### config.mk
export PLATFORM = sky130hd
export DESIGN_NAME = calendar_to_unix_seconds_core
export DESIGN_NICKNAME = d
export VERILOG_FILES = /design/src/design/cts_pkg.sv /design/src/design/cts_decode.sv /design/src/design/cts_days.sv /design/src/design/cts_secs.sv /design/src/design/calendar_to_unix_seconds_core.sv
export SDC_FILE = /design/constraint.sdc
export NUM_CORES = 1
export LEC_CHECK = 0
export ABC_AREA = 1
export BUFFER_PORTS_ARGS = -buffer_cell sky130_fd_sc_hd__buf_2
export CAP_MARGIN = 20
export CORE_AREA = 2 2 142 283
export DETAILED_ROUTE_END_ITERATION = 16
export DIE_AREA = 0 0 144 285
export GPL_TIMING_DRIVEN = 0
export PLACE_DENSITY = 0.72
export SETUP_SLACK_MARGIN = 0.15
export SLEW_MARGIN = 20
export SYNTH_ARGS = -nofsm -noshare
export SYNTH_HDL_FRONTEND = slang
export SYNTH_SLANG_ARGS = --single-unit
### constraint.sdc
create_clock -name clk -period 7.6 [get_ports clk]
set_input_delay 1.52 -clock clk [delete_from_list [all_inputs] [get_ports clk]]
set_output_delay 1.52 -clock clk [all_outputs]
set_load 0.02 [all_outputs]
### src/design/cts_pkg.sv
package cts_pkg;

  // chip year at which the epoch starts
  localparam int unsigned EPOCH_YEAR_OFFSET  = 2;
  // multiples of four below the epoch chip year
  localparam int unsigned LEAPS_BEFORE_EPOCH = (EPOCH_YEAR_OFFSET + 3) / 4;

  localparam int unsigned SECS_PER_DAY   = 86400;
  localparam int unsigned SECS_PER_HOUR  = 3600;
  localparam int unsigned SECS_PER_MIN   = 60;
  localparam int unsigned USEC_PER_HSEC  = 10000;
  localparam int unsigned DAYS_PER_YEAR  = 365;

  localparam int unsigned DAYS_W = 17;
  localparam int unsigned HMS_W  = 17;
  localparam int unsigned USEC_W = 22;
  localparam int unsigned SECS_W = 31;
  localparam int unsigned PROD_W = 34;

  localparam logic [SECS_W-1:0] MAX_SECONDS = '1;

  // register index codes on the configuration port
  typedef enum logic [0:0] {
    REG_FIELD_FORMAT = 1'b0
  } reg_idx_t;

  typedef struct packed {
    logic [7:0] hundredths;
    logic [7:0] sec_byte;
    logic [7:0] min_byte;
    logic [7:0] hour_byte;
    logic [7:0] day_byte;
    logic [7:0] month_byte;
    logic [7:0] year_byte;
    logic [7:0] weekday_byte;
  } raw_t;

  typedef struct packed {
    logic       ok;
    logic [7:0] hsec;
    logic [5:0] sec;
    logic [5:0] minute;
    logic [4:0] hour;
    logic [4:0] day;
    logic [3:0] mon;
    logic [7:0] year;
  } dec_t;

  typedef struct packed {
    logic              ok;
    logic [DAYS_W-1:0] days;
    logic [HMS_W-1:0]  hms;
    logic [USEC_W-1:0] usec;
  } days_t;

  typedef struct packed {
    logic              ok;
    logic [SECS_W-1:0] secs;
    logic [USEC_W-1:0] usec;
  } res_t;

  // days elapsed in a common year before the first of the given month
  function automatic logic [8:0] cum_days(input logic [3:0] mon);
    logic [8:0] d;
    unique case (mon)
      4'd1:    d = 9'd0;
      4'd2:    d = 9'd31;
      4'd3:    d = 9'd59;
      4'd4:    d = 9'd90;
      4'd5:    d = 9'd120;
      4'd6:    d = 9'd151;
      4'd7:    d = 9'd181;
      4'd8:    d = 9'd212;
      4'd9:    d = 9'd243;
      4'd10:   d = 9'd273;
      4'd11:   d = 9'd304;
      4'd12:   d = 9'd334;
      default: d = 9'd0;
    endcase
    return d;
  endfunction

endpackage

### src/design/cts_decode.sv
module cts_decode (
  input  logic          clk,
  input  logic          rst,
  input  logic          bcd,
  input  logic          in_valid,
  output logic          in_ready,
  input  cts_pkg::raw_t in_data,
  output logic          out_valid,
  input  logic          out_ready,
  output cts_pkg::dec_t out_data
);

  // bcd digits are not checked, so nibbles above 9 pass through
  function automatic logic [7:0] dec_byte(input logic [7:0] b, input logic is_bcd);
    logic [7:0] hi;
    hi = {4'd0, b[7:4]};
    return is_bcd ? (8'({4'd0, b[3:0]}) + (hi << 3) + (hi << 1)) : b;
  endfunction

  logic [7:0]    sec, minute, hour, day, mon, year, wday;
  cts_pkg::dec_t dec_next;
  logic          vld;
  cts_pkg::dec_t dec;

  always_comb begin
    sec    = dec_byte(in_data.sec_byte, bcd);
    minute = dec_byte(in_data.min_byte, bcd);
    hour   = dec_byte(in_data.hour_byte, bcd);
    day    = dec_byte(in_data.day_byte, bcd);
    mon    = dec_byte(in_data.month_byte, bcd);
    year   = dec_byte(in_data.year_byte, bcd);
    wday   = dec_byte(in_data.weekday_byte, bcd);

    dec_next.ok = (mon >= 8'd1) && (mon <= 8'd12) && (day >= 8'd1) && (day <= 8'd31) &&
                  (wday <= 8'd7) && (hour <= 8'd23) && (minute <= 8'd59) &&
                  (sec <= 8'd59) && (year >= 8'(cts_pkg::EPOCH_YEAR_OFFSET));
    dec_next.hsec   = bcd ? 8'd0 : in_data.hundredths;
    dec_next.sec    = sec[5:0];
    dec_next.minute = minute[5:0];
    dec_next.hour   = hour[4:0];
    dec_next.day    = day[4:0];
    dec_next.mon    = mon[3:0];
    dec_next.year   = year;
  end

  assign in_ready  = !vld || out_ready;
  assign out_valid = vld;
  assign out_data  = dec;

  always_ff @(posedge clk) begin
    if (rst) begin
      vld <= 1'b0;
    end else if (in_ready) begin
      vld <= in_valid;
    end
  end

  always_ff @(posedge clk) begin
    if (in_ready && in_valid) begin
      dec <= dec_next;
    end
  end

endmodule

### src/design/cts_days.sv
module cts_days (
  input  logic           clk,
  input  logic           rst,
  input  logic           in_valid,
  output logic           in_ready,
  input  cts_pkg::dec_t  in_data,
  output logic           out_valid,
  input  logic           out_ready,
  output cts_pkg::days_t out_data
);

  localparam int unsigned DW = cts_pkg::DAYS_W;
  localparam int unsigned HW = cts_pkg::HMS_W;
  localparam int unsigned UW = cts_pkg::USEC_W;

  logic [DW-1:0]  ydiff, leaps, year_days, mon_days;
  logic           leap;
  cts_pkg::days_t days_next;
  logic           vld;
  cts_pkg::days_t days_q;

  always_comb begin
    // whole years: 365 each plus one per chip year that is a multiple of four
    ydiff     = DW'(in_data.year) - DW'(cts_pkg::EPOCH_YEAR_OFFSET);
    leaps     = DW'((9'({1'b0, in_data.year}) + 9'd3) >> 2)
                - DW'(cts_pkg::LEAPS_BEFORE_EPOCH);
    year_days = DW'(ydiff * DW'(cts_pkg::DAYS_PER_YEAR)) + leaps;
    leap      = (in_data.year[1:0] == 2'b00);
    mon_days  = DW'(cts_pkg::cum_days(in_data.mon))
                + DW'(leap && (in_data.mon > 4'd2));

    days_next.ok   = in_data.ok;
    days_next.days = year_days + mon_days + DW'(in_data.day) - DW'(1);
    days_next.hms  = HW'(HW'(in_data.hour) * HW'(cts_pkg::SECS_PER_HOUR))
                   + HW'(HW'(in_data.minute) * HW'(cts_pkg::SECS_PER_MIN))
                   + HW'(in_data.sec);
    days_next.usec = UW'(UW'(in_data.hsec) * UW'(cts_pkg::USEC_PER_HSEC));
  end

  assign in_ready  = !vld || out_ready;
  assign out_valid = vld;
  assign out_data  = days_q;

  always_ff @(posedge clk) begin
    if (rst) begin
      vld <= 1'b0;
    end else if (in_ready) begin
      vld <= in_valid;
    end
  end

  always_ff @(posedge clk) begin
    if (in_ready && in_valid) begin
      days_q <= days_next;
    end
  end

endmodule

### src/design/cts_secs.sv
module cts_secs (
  input  logic           clk,
  input  logic           rst,
  input  logic           in_valid,
  output logic           in_ready,
  input  cts_pkg::days_t in_data,
  output logic           out_valid,
  input  logic           out_ready,
  output cts_pkg::res_t  out_data
);

  localparam int unsigned PW = cts_pkg::PROD_W;
  localparam int unsigned SW = PW + 1;

  // multiply stage
  logic                        m_vld, m_ready;
  logic                        m_ok;
  logic [PW-1:0]               m_prod;
  logic [cts_pkg::HMS_W-1:0]   m_hms;
  logic [cts_pkg::USEC_W-1:0]  m_usec;

  // sum and range stage
  logic                        r_vld;
  logic [SW-1:0]               sum;
  logic                        fits;
  cts_pkg::res_t               res_next;
  cts_pkg::res_t               res;

  assign in_ready = !m_vld || m_ready;
  assign m_ready  = !r_vld || out_ready;

  always_ff @(posedge clk) begin
    if (rst) begin
      m_vld <= 1'b0;
    end else if (in_ready) begin
      m_vld <= in_valid;
    end
  end

  always_ff @(posedge clk) begin
    if (in_ready && in_valid) begin
      m_ok   <= in_data.ok;
      m_prod <= PW'(in_data.days) * PW'(cts_pkg::SECS_PER_DAY);
      m_hms  <= in_data.hms;
      m_usec <= in_data.usec;
    end
  end

  always_comb begin
    sum  = SW'(m_prod) + SW'(m_hms);
    fits = m_ok && (sum <= SW'(cts_pkg::MAX_SECONDS));
    res_next.ok   = fits;
    res_next.secs = fits ? sum[cts_pkg::SECS_W-1:0] : '0;
    res_next.usec = fits ? m_usec : '0;
  end

  always_ff @(posedge clk) begin
    if (rst) begin
      r_vld <= 1'b0;
    end else if (m_ready) begin
      r_vld <= m_vld;
    end
  end

  always_ff @(posedge clk) begin
    if (m_ready && m_vld) begin
      res <= res_next;
    end
  end

  assign out_valid = r_vld;
  assign out_data  = res;

endmodule

### src/design/calendar_to_unix_seconds_core.sv
// throughput: one request per cycle while the result side is not stalled, four
// register stages (decode, day count, day-to-seconds multiply, final sum and
// range check), valid bits ride along
// a stall on the result side backs up stage by stage, bubbles are squeezed out
// reset (rst, synchronous): empties all stages and sets field_format to binary
module calendar_to_unix_seconds_core (
  input  logic        clk,
  input  logic        rst,

  // configuration port
  input  logic        psel,
  input  logic        penable,
  input  logic        pwrite,
  input  logic [2:0]  paddr,
  input  logic [31:0] pwdata,
  output logic [31:0] prdata,
  output logic        pready,

  // request channel
  input  logic        req_valid,
  output logic        req_stall,
  input  logic [7:0]  hundredths,
  input  logic [7:0]  sec_byte,
  input  logic [7:0]  min_byte,
  input  logic [7:0]  hour_byte,
  input  logic [7:0]  day_byte,
  input  logic [7:0]  month_byte,
  input  logic [7:0]  year_byte,
  input  logic [7:0]  weekday_byte,

  // result channel
  output logic        res_valid,
  input  logic        res_stall,
  output logic [30:0] unix_seconds,
  output logic [21:0] microseconds,
  output logic        valid_res
);

  // ---------------------------------------------------------------------------
  // configuration register: one bit, 0 binary fields, 1 bcd fields
  // ---------------------------------------------------------------------------
  logic             field_format;
  cts_pkg::reg_idx_t reg_sel;

  // registers sit on word addresses, index is the word number
  assign reg_sel = cts_pkg::reg_idx_t'(paddr[2]);
  assign pready  = 1'b1;

  always_ff @(posedge clk) begin
    if (rst) begin
      field_format <= 1'b0;
    end else if (psel && penable && pwrite && pready && (reg_sel == cts_pkg::REG_FIELD_FORMAT)) begin
      field_format <= pwdata[0];
    end
  end

  // read data, zero for addresses past the register list
  always_comb begin
    prdata = '0;
    if (reg_sel == cts_pkg::REG_FIELD_FORMAT) begin
      prdata = {31'd0, field_format};
    end
  end

  // ---------------------------------------------------------------------------
  // pipeline
  // ---------------------------------------------------------------------------
  cts_pkg::raw_t  raw;
  cts_pkg::dec_t  dec;
  cts_pkg::days_t days;
  cts_pkg::res_t  res;
  logic           req_ready;
  logic           dec_valid, dec_ready;
  logic           days_valid, days_ready;

  always_comb begin
    raw.hundredths   = hundredths;
    raw.sec_byte     = sec_byte;
    raw.min_byte     = min_byte;
    raw.hour_byte    = hour_byte;
    raw.day_byte     = day_byte;
    raw.month_byte   = month_byte;
    raw.year_byte    = year_byte;
    raw.weekday_byte = weekday_byte;
  end

  // stage 1: bcd or binary decode, range checks
  cts_decode u_decode (
    .clk       (clk),
    .rst       (rst),
    .bcd       (field_format),
    .in_valid  (req_valid),
    .in_ready  (req_ready),
    .in_data   (raw),
    .out_valid (dec_valid),
    .out_ready (dec_ready),
    .out_data  (dec)
  );

  // stage 2: days since epoch, seconds within the day, microseconds
  cts_days u_days (
    .clk       (clk),
    .rst       (rst),
    .in_valid  (dec_valid),
    .in_ready  (dec_ready),
    .in_data   (dec),
    .out_valid (days_valid),
    .out_ready (days_ready),
    .out_data  (days)
  );

  // stages 3 and 4: days times 86400, add time of day, overflow check
  cts_secs u_secs (
    .clk       (clk),
    .rst       (rst),
    .in_valid  (days_valid),
    .in_ready  (days_ready),
    .in_data   (days),
    .out_valid (res_valid),
    .out_ready (!res_stall),
    .out_data  (res)
  );

  assign req_stall    = !req_ready;
  assign unix_seconds = res.secs;
  assign microseconds = res.usec;
  assign valid_res    = res.ok;

endmodule

# Word-level counts from Yosys, hierarchy flattened

Memory sizes are Yosys's and may differ from the RTL's. A register that Yosys moved wholly into a read port is not among the register bits.
Cells that the tools add are included.

Register bits: 214
Bits in latches: 0
RAM bits: 0
Memory bits (read-only): 144
Output and inout bits: 89
Logic and storage cells: 104
Memories: 1

Memories:

| name            | words | width | rd ports | clocked after Yosys merged registers in | wr ports | line          | source |
|---|---|---|---|---|---|---|---|
| (no name shown) | 16    | 9     | 1        | 1                                       | 0        | cts_pkg.sv:65 | `unique case (mon)` |

$add $sub $neg: 25
Multipliers: 5
Div/mod/pow operators: 0
Magnitude comparators: 11
Eq/ne operators: 0
Shift-type cells: 0
Muxes and demuxes: 9
Bitwise gates (word level): 1
Reduce and logical (&&, ||, !) cells: 28

Operators with widths:

| cell                                                                                | count |
|---|---|
| 4-bit by 7-bit adder with 8-bit output                                              | 7 |
| 8-bit by 5-bit adder with 8-bit output                                              | 7 |
| 8-bit 2-to-1 mux                                                                    | 7 |
| 34-bit by 17-bit adder with 35-bit output                                           | 1 |
| 35-bit by 31-bit less-or-equal comparator with 1-bit output (second input constant) | 1 |
| 17-bit adder                                                                        | 2 |
| 17-bit by 10-bit multiplier with 27-bit output (second input constant)              | 1 |
| 8-bit by 10-bit multiplier with 18-bit output (second input constant)               | 1 |
| 17-bit by 12-bit adder with 17-bit output                                           | 1 |
| 17-bit by 5-bit adder with 17-bit output                                            | 1 |
| 17-bit by 6-bit adder with 17-bit output                                            | 1 |
| 1-bit logical AND                                                                   | 17 |
| 17-bit by 9-bit multiplier with 17-bit output (second input constant)               | 1 |
| 17-bit by 1-bit subtractor with 17-bit output (second input constant)               | 1 |
| 8-bit by 1-bit >= comparator with 1-bit output (second input constant)              | 2 |
| 8-bit by 5-bit less-or-equal comparator with 1-bit output (second input constant)   | 2 |
| 8-bit by 6-bit less-or-equal comparator with 1-bit output (second input constant)   | 2 |
| 15-bit by 1-bit subtractor with 16-bit output (second input constant)               | 1 |
| 5-bit by 8-bit multiplier with 13-bit output (second input constant)                | 1 |
| 9-bit by 1-bit adder with 10-bit output                                             | 1 |
| 6-bit by 4-bit multiplier with 10-bit output (second input constant)                | 1 |
| 8-bit by 2-bit adder with 9-bit output (second input constant)                      | 1 |
| 8-bit by 2-bit subtractor with 9-bit output (second input constant)                 | 1 |
| 8-bit by 2-bit >= comparator with 1-bit output (second input constant)              | 1 |
| other kinds (9)                                                                     | 17 |

# Logic depth before layout (Yosys ltp)

Depth after elaboration: 12
Gate-level depth with buffers: 34

# Hierarchy

Synthesis repeated with hierarchy kept, for this count alone.

Cells, all modules: 2223
Area total of the unflattened synthesis: 20748.6 um^2

Modules (own cells, without submodules):

| module                        | instances | cells an instance | area an instance (um^2) |
|---|---|---|---|
| cts_secs                      | 1         | 839               | 8662.1 |
| cts_days                      | 1         | 919               | 8239.2 |
| cts_decode                    | 1         | 416               | 3522.1 |
| calendar_to_unix_seconds_core | 1         | 49                | 325.3 |

# Worst setup path after synthesis

No wires, ideal clock.

Kind: reg-to-reg
From: reg, netlist name u_decode.out_data[0]
To: reg u_days.days_q, in the netlist u_days.out_data[50], data pin
Library setup time: 0.258 ns
Arrival time: 5.393 ns
Setup slack: 1.949 ns
Stages on the path, launching flop included: 30
Period minus slack after synthesis: 5.651 ns
Path through: edfxtp_1 inv_1 ha_1 inv_1 nand3_1 nor2_1 inv_1 nor4_1 inv_1 ha_1 inv_1 fa_1 ha_1 inv_1 fa_1 inv_1 fa_1 inv_1 fa_1 inv_1 ha_1 a21o_1 inv_1 nor2_1 nor2_1 nand2_1 nand2_1 nand2_1 a21oi_1 xnor2_1

RTL lines:

| what                 | line           | source |
|---|---|---|
| end signal, assigned | cts_days.sv:54 | `days_q <= days_next;` |
| end, declared        | cts_days.sv:20 | `cts_pkg::days_t days_q;` |

==> out/results.ini <==
[timing]
drv_slew=0
finalSetupViolCount=0
tns_ns=0
tightestPinTransition_ns=0.9769
whs_ns=0.4105
finalCritPeriodShare=0.8723
max_freq_ghz=0.1508
relSlewSlack=0.3463
rsz0062_at_grt=no
fin_worst_skew_ns=0.02532
period_needed_ns=6.629
final_hold_viol_count=0

[cts]
clock_sinks=223
clk_pin_slew_ns=0.07
cts_root_buffer=clkbuf_16
clockBufferDepth=3
clock_latency_ns=0.53
cts_setup_buffers=0
post_cts_resized=0
h-tree-depth=1
cts_made_buffers=22
cts_tree=done
cts_hold_buf=0

[synthesis]
synth-seq-cells=223
synth_area_leaders=edfxtp_1 (31%), ha_1 (19%), fa_1 (14%), inv_1 (8.4%), nand2_1 (5.6%)
syn_area_per_cell_um2=9.640
ys_warn_count=0
yosysTopAreaCell=edfxtp_1
synth_most_common_cell=inv_1
synth_commonest_cells=inv_1 (449), ha_1 (308), nand2_1 (299)
synth-seq-area-share=0.3267
ys.flop_type=edfxtp_1
synth.distinct_cells=45
synthArstFlopShare=0
synth_cells=2082
syn_area_um2=20070
synth_edf_count=209
synth.top_cell.area_share=0.3127

[status]
status=finished, final reports clean

[final_layout]
areaGrowthSynthToFinish_pct=11.51
nets=2828
drive_above_1_share=0.1199
antenna_cells=0
design_area_um2=22380

[placed_design]
placed_area_um2=21670
place_congestion=0.8996
portBuffers=124
dp_hpwl_um=32630

[detailed_routing]
vias_per_cell=4.896
drc=0
routed_wl_um=38450
firstDrtPassIters=5
drt_iter0_markers=467
wl_per_cell_um=13.68
ant_nets=0
via_count=13758

[min_path]
hp-class=reg -> reg
whs_path_depth=0

[floorplanning]
die_area_um2=41040
core-area_um2=39050
die_y_um=285
start_util=0.5140
io_pins=195
die_x_um=144
rows=103

[critical_path]
cp_slowest_stage_delay_ns=0.54
crit_path_start_kind=flip-flop
cpMaxStageDelayCell=fa_1
crit_top_cell=inv_1
arrival_ns=6.88
cp_num_buf_inv=5
critical-path-top-delay-family=adder cells
critical_path_class=reg -> reg
crit_chain=inv_1, ha_1, inv_1, a31oi_1, ha_1, nand3_1, nor3_1, xnor2_1, fa_1, inv_1, ha_1, fa_1, inv_1, fa_1, fa_1, inv_1, ha_1, nand2_1, nand2_1, a31oi_1, o21ai_0, a31oi_1, xor2_1
cp.required_ns=7.85
crit_fanout=10
path_depth=23
cp-end-kind=flip-flop
reg2reg_depth=23

[grt]
grt_max_degree=61
grt_pass1_wl_um=65990
grt_pass1_vias=14370
overflow=0
grt_util_all_layers=0.1987
grt_antenna_before_repair=0

[flow_run]
maxCapViolCount=0

## metrics by stage
step / util / setup WS, ns / cells
after global placement: 0.5500 / 0.7209 / 2765
after global routing: 0.5731 / 0.6001 / 2810
final: 0.5731 / 0.9706 / 2810
after floorplan: - / 1.949 / 2116
after CTS: 0.5731 / 0.9433 / 2810
after detailed placement: 0.5548 / 1.010 / 2771
## path summary, 6_finish.rpt
kind / start / to / slack (ns)
hold reg to reg: u_days.out_data[37] / u_secs.m_hms[15] / 0.41
hold / removal: u_days.out_data[37] / u_secs.m_hms[15] / 0.41
setup / recovery: u_decode.out_data[1] / u_days.out_data[55] / 0.97
setup reg to reg: u_decode.out_data[1] / u_days.out_data[55] / 0.97
## layout by cell type (no fill, tap or decap), types with 3 or more instances in the layout
| master | n |
|---|---|
| inv_1 | 448 |
| ha_1 | 308 |
| nand2_1 | 299 |
| edfxtp_1 | 209 |
| fa_1 | 144 |
| buf_2 | 128 |
| nor2_1 | 117 |
| a21oi_1 | 88 |
| xor2_1 | 79 |
| nand3_1 | 70 |
| o21ai_0 | 55 |
| nor2_2 | 50 |
| xnor2_1 | 46 |
| buf_4 | 37 |
| conb_1 | 36 |
| clkbuf_16 | 22 |
| nand4_1 | 19 |
| nor3_1 | 14 |
| dfxtp_1 | 14 |
| a21o_1 | 8 |
| nor4_1 | 7 |
| a31oi_1 | 7 |
| nand3b_1 | 6 |
| o211ai_1 | 6 |
| o21bai_1 | 5 |
| buf_6 | 5 |
| buf_16 | 5 |
| o21ai_1 | 4 |
| clkbuf_1 | 3 |
| nor2_4 | 3 |
| o21a_1 | 3 |
| inv_6 | 3 |
| clkinvlp_4 | 3 |
| clkinv_2 | 3 |
## cell type report
class,instances,area [um^2]
Multi-Input combinational cell,1394,11620
Timing Repair Buffer,130,778.2
Clock buffer,24,558.0
Buffer,49,365.4
Inverter,450,1692
Sequential cell,223,6556
Clock inverter,15,156.4
Tap cell,525,656.9
Fill cell,3353,16670
## state kept, by name (all words and copies together), names as in the netlist, named ones only
signal / cells
u_days.out_valid: 1
u_secs.m_ok: 1
u_days.out_data: 53
u_secs.m_hms: 17
field_format: 1
u_secs.m_usec: 18
u_decode.out_valid: 1
u_secs.m_prod: 27
u_secs.out_data: 50
u_decode.out_data: 43
u_secs.m_vld: 1
u_secs.out_valid: 1
## per-layer routing
metal | track usage | part of all wire | vias to the layer above
met5 | 0 | 0 | -
met4 | 0.07426 | 0.039 | 0
met3 | 0.01746 | 0.026 | 73
met2 | 0.3945 | 0.56 | 224
met1 | 0.2103 | 0.38 | 6457
li1 | - | - | 7004
## logic make-up (layout without fill, tap and decap cells)
group                      Yosys count  after routing  synth area share
xor gates and xnor gates           125            125           0.05455
AOI/OAI and AO/OA                  185            185           0.05043
buffers and inverters              499            668            0.1024
adders and majority gates          452            452            0.3356
and+or+nand+nor                    594            594            0.1290
other                                2             36         0.0003742
muxes                                2              2         0.0009975
DFF                                223            223            0.3267
Power is left out: the tool's default activity adds up to more than one toggle a clock period on the data nets, which glitch-free logic cannot reach.
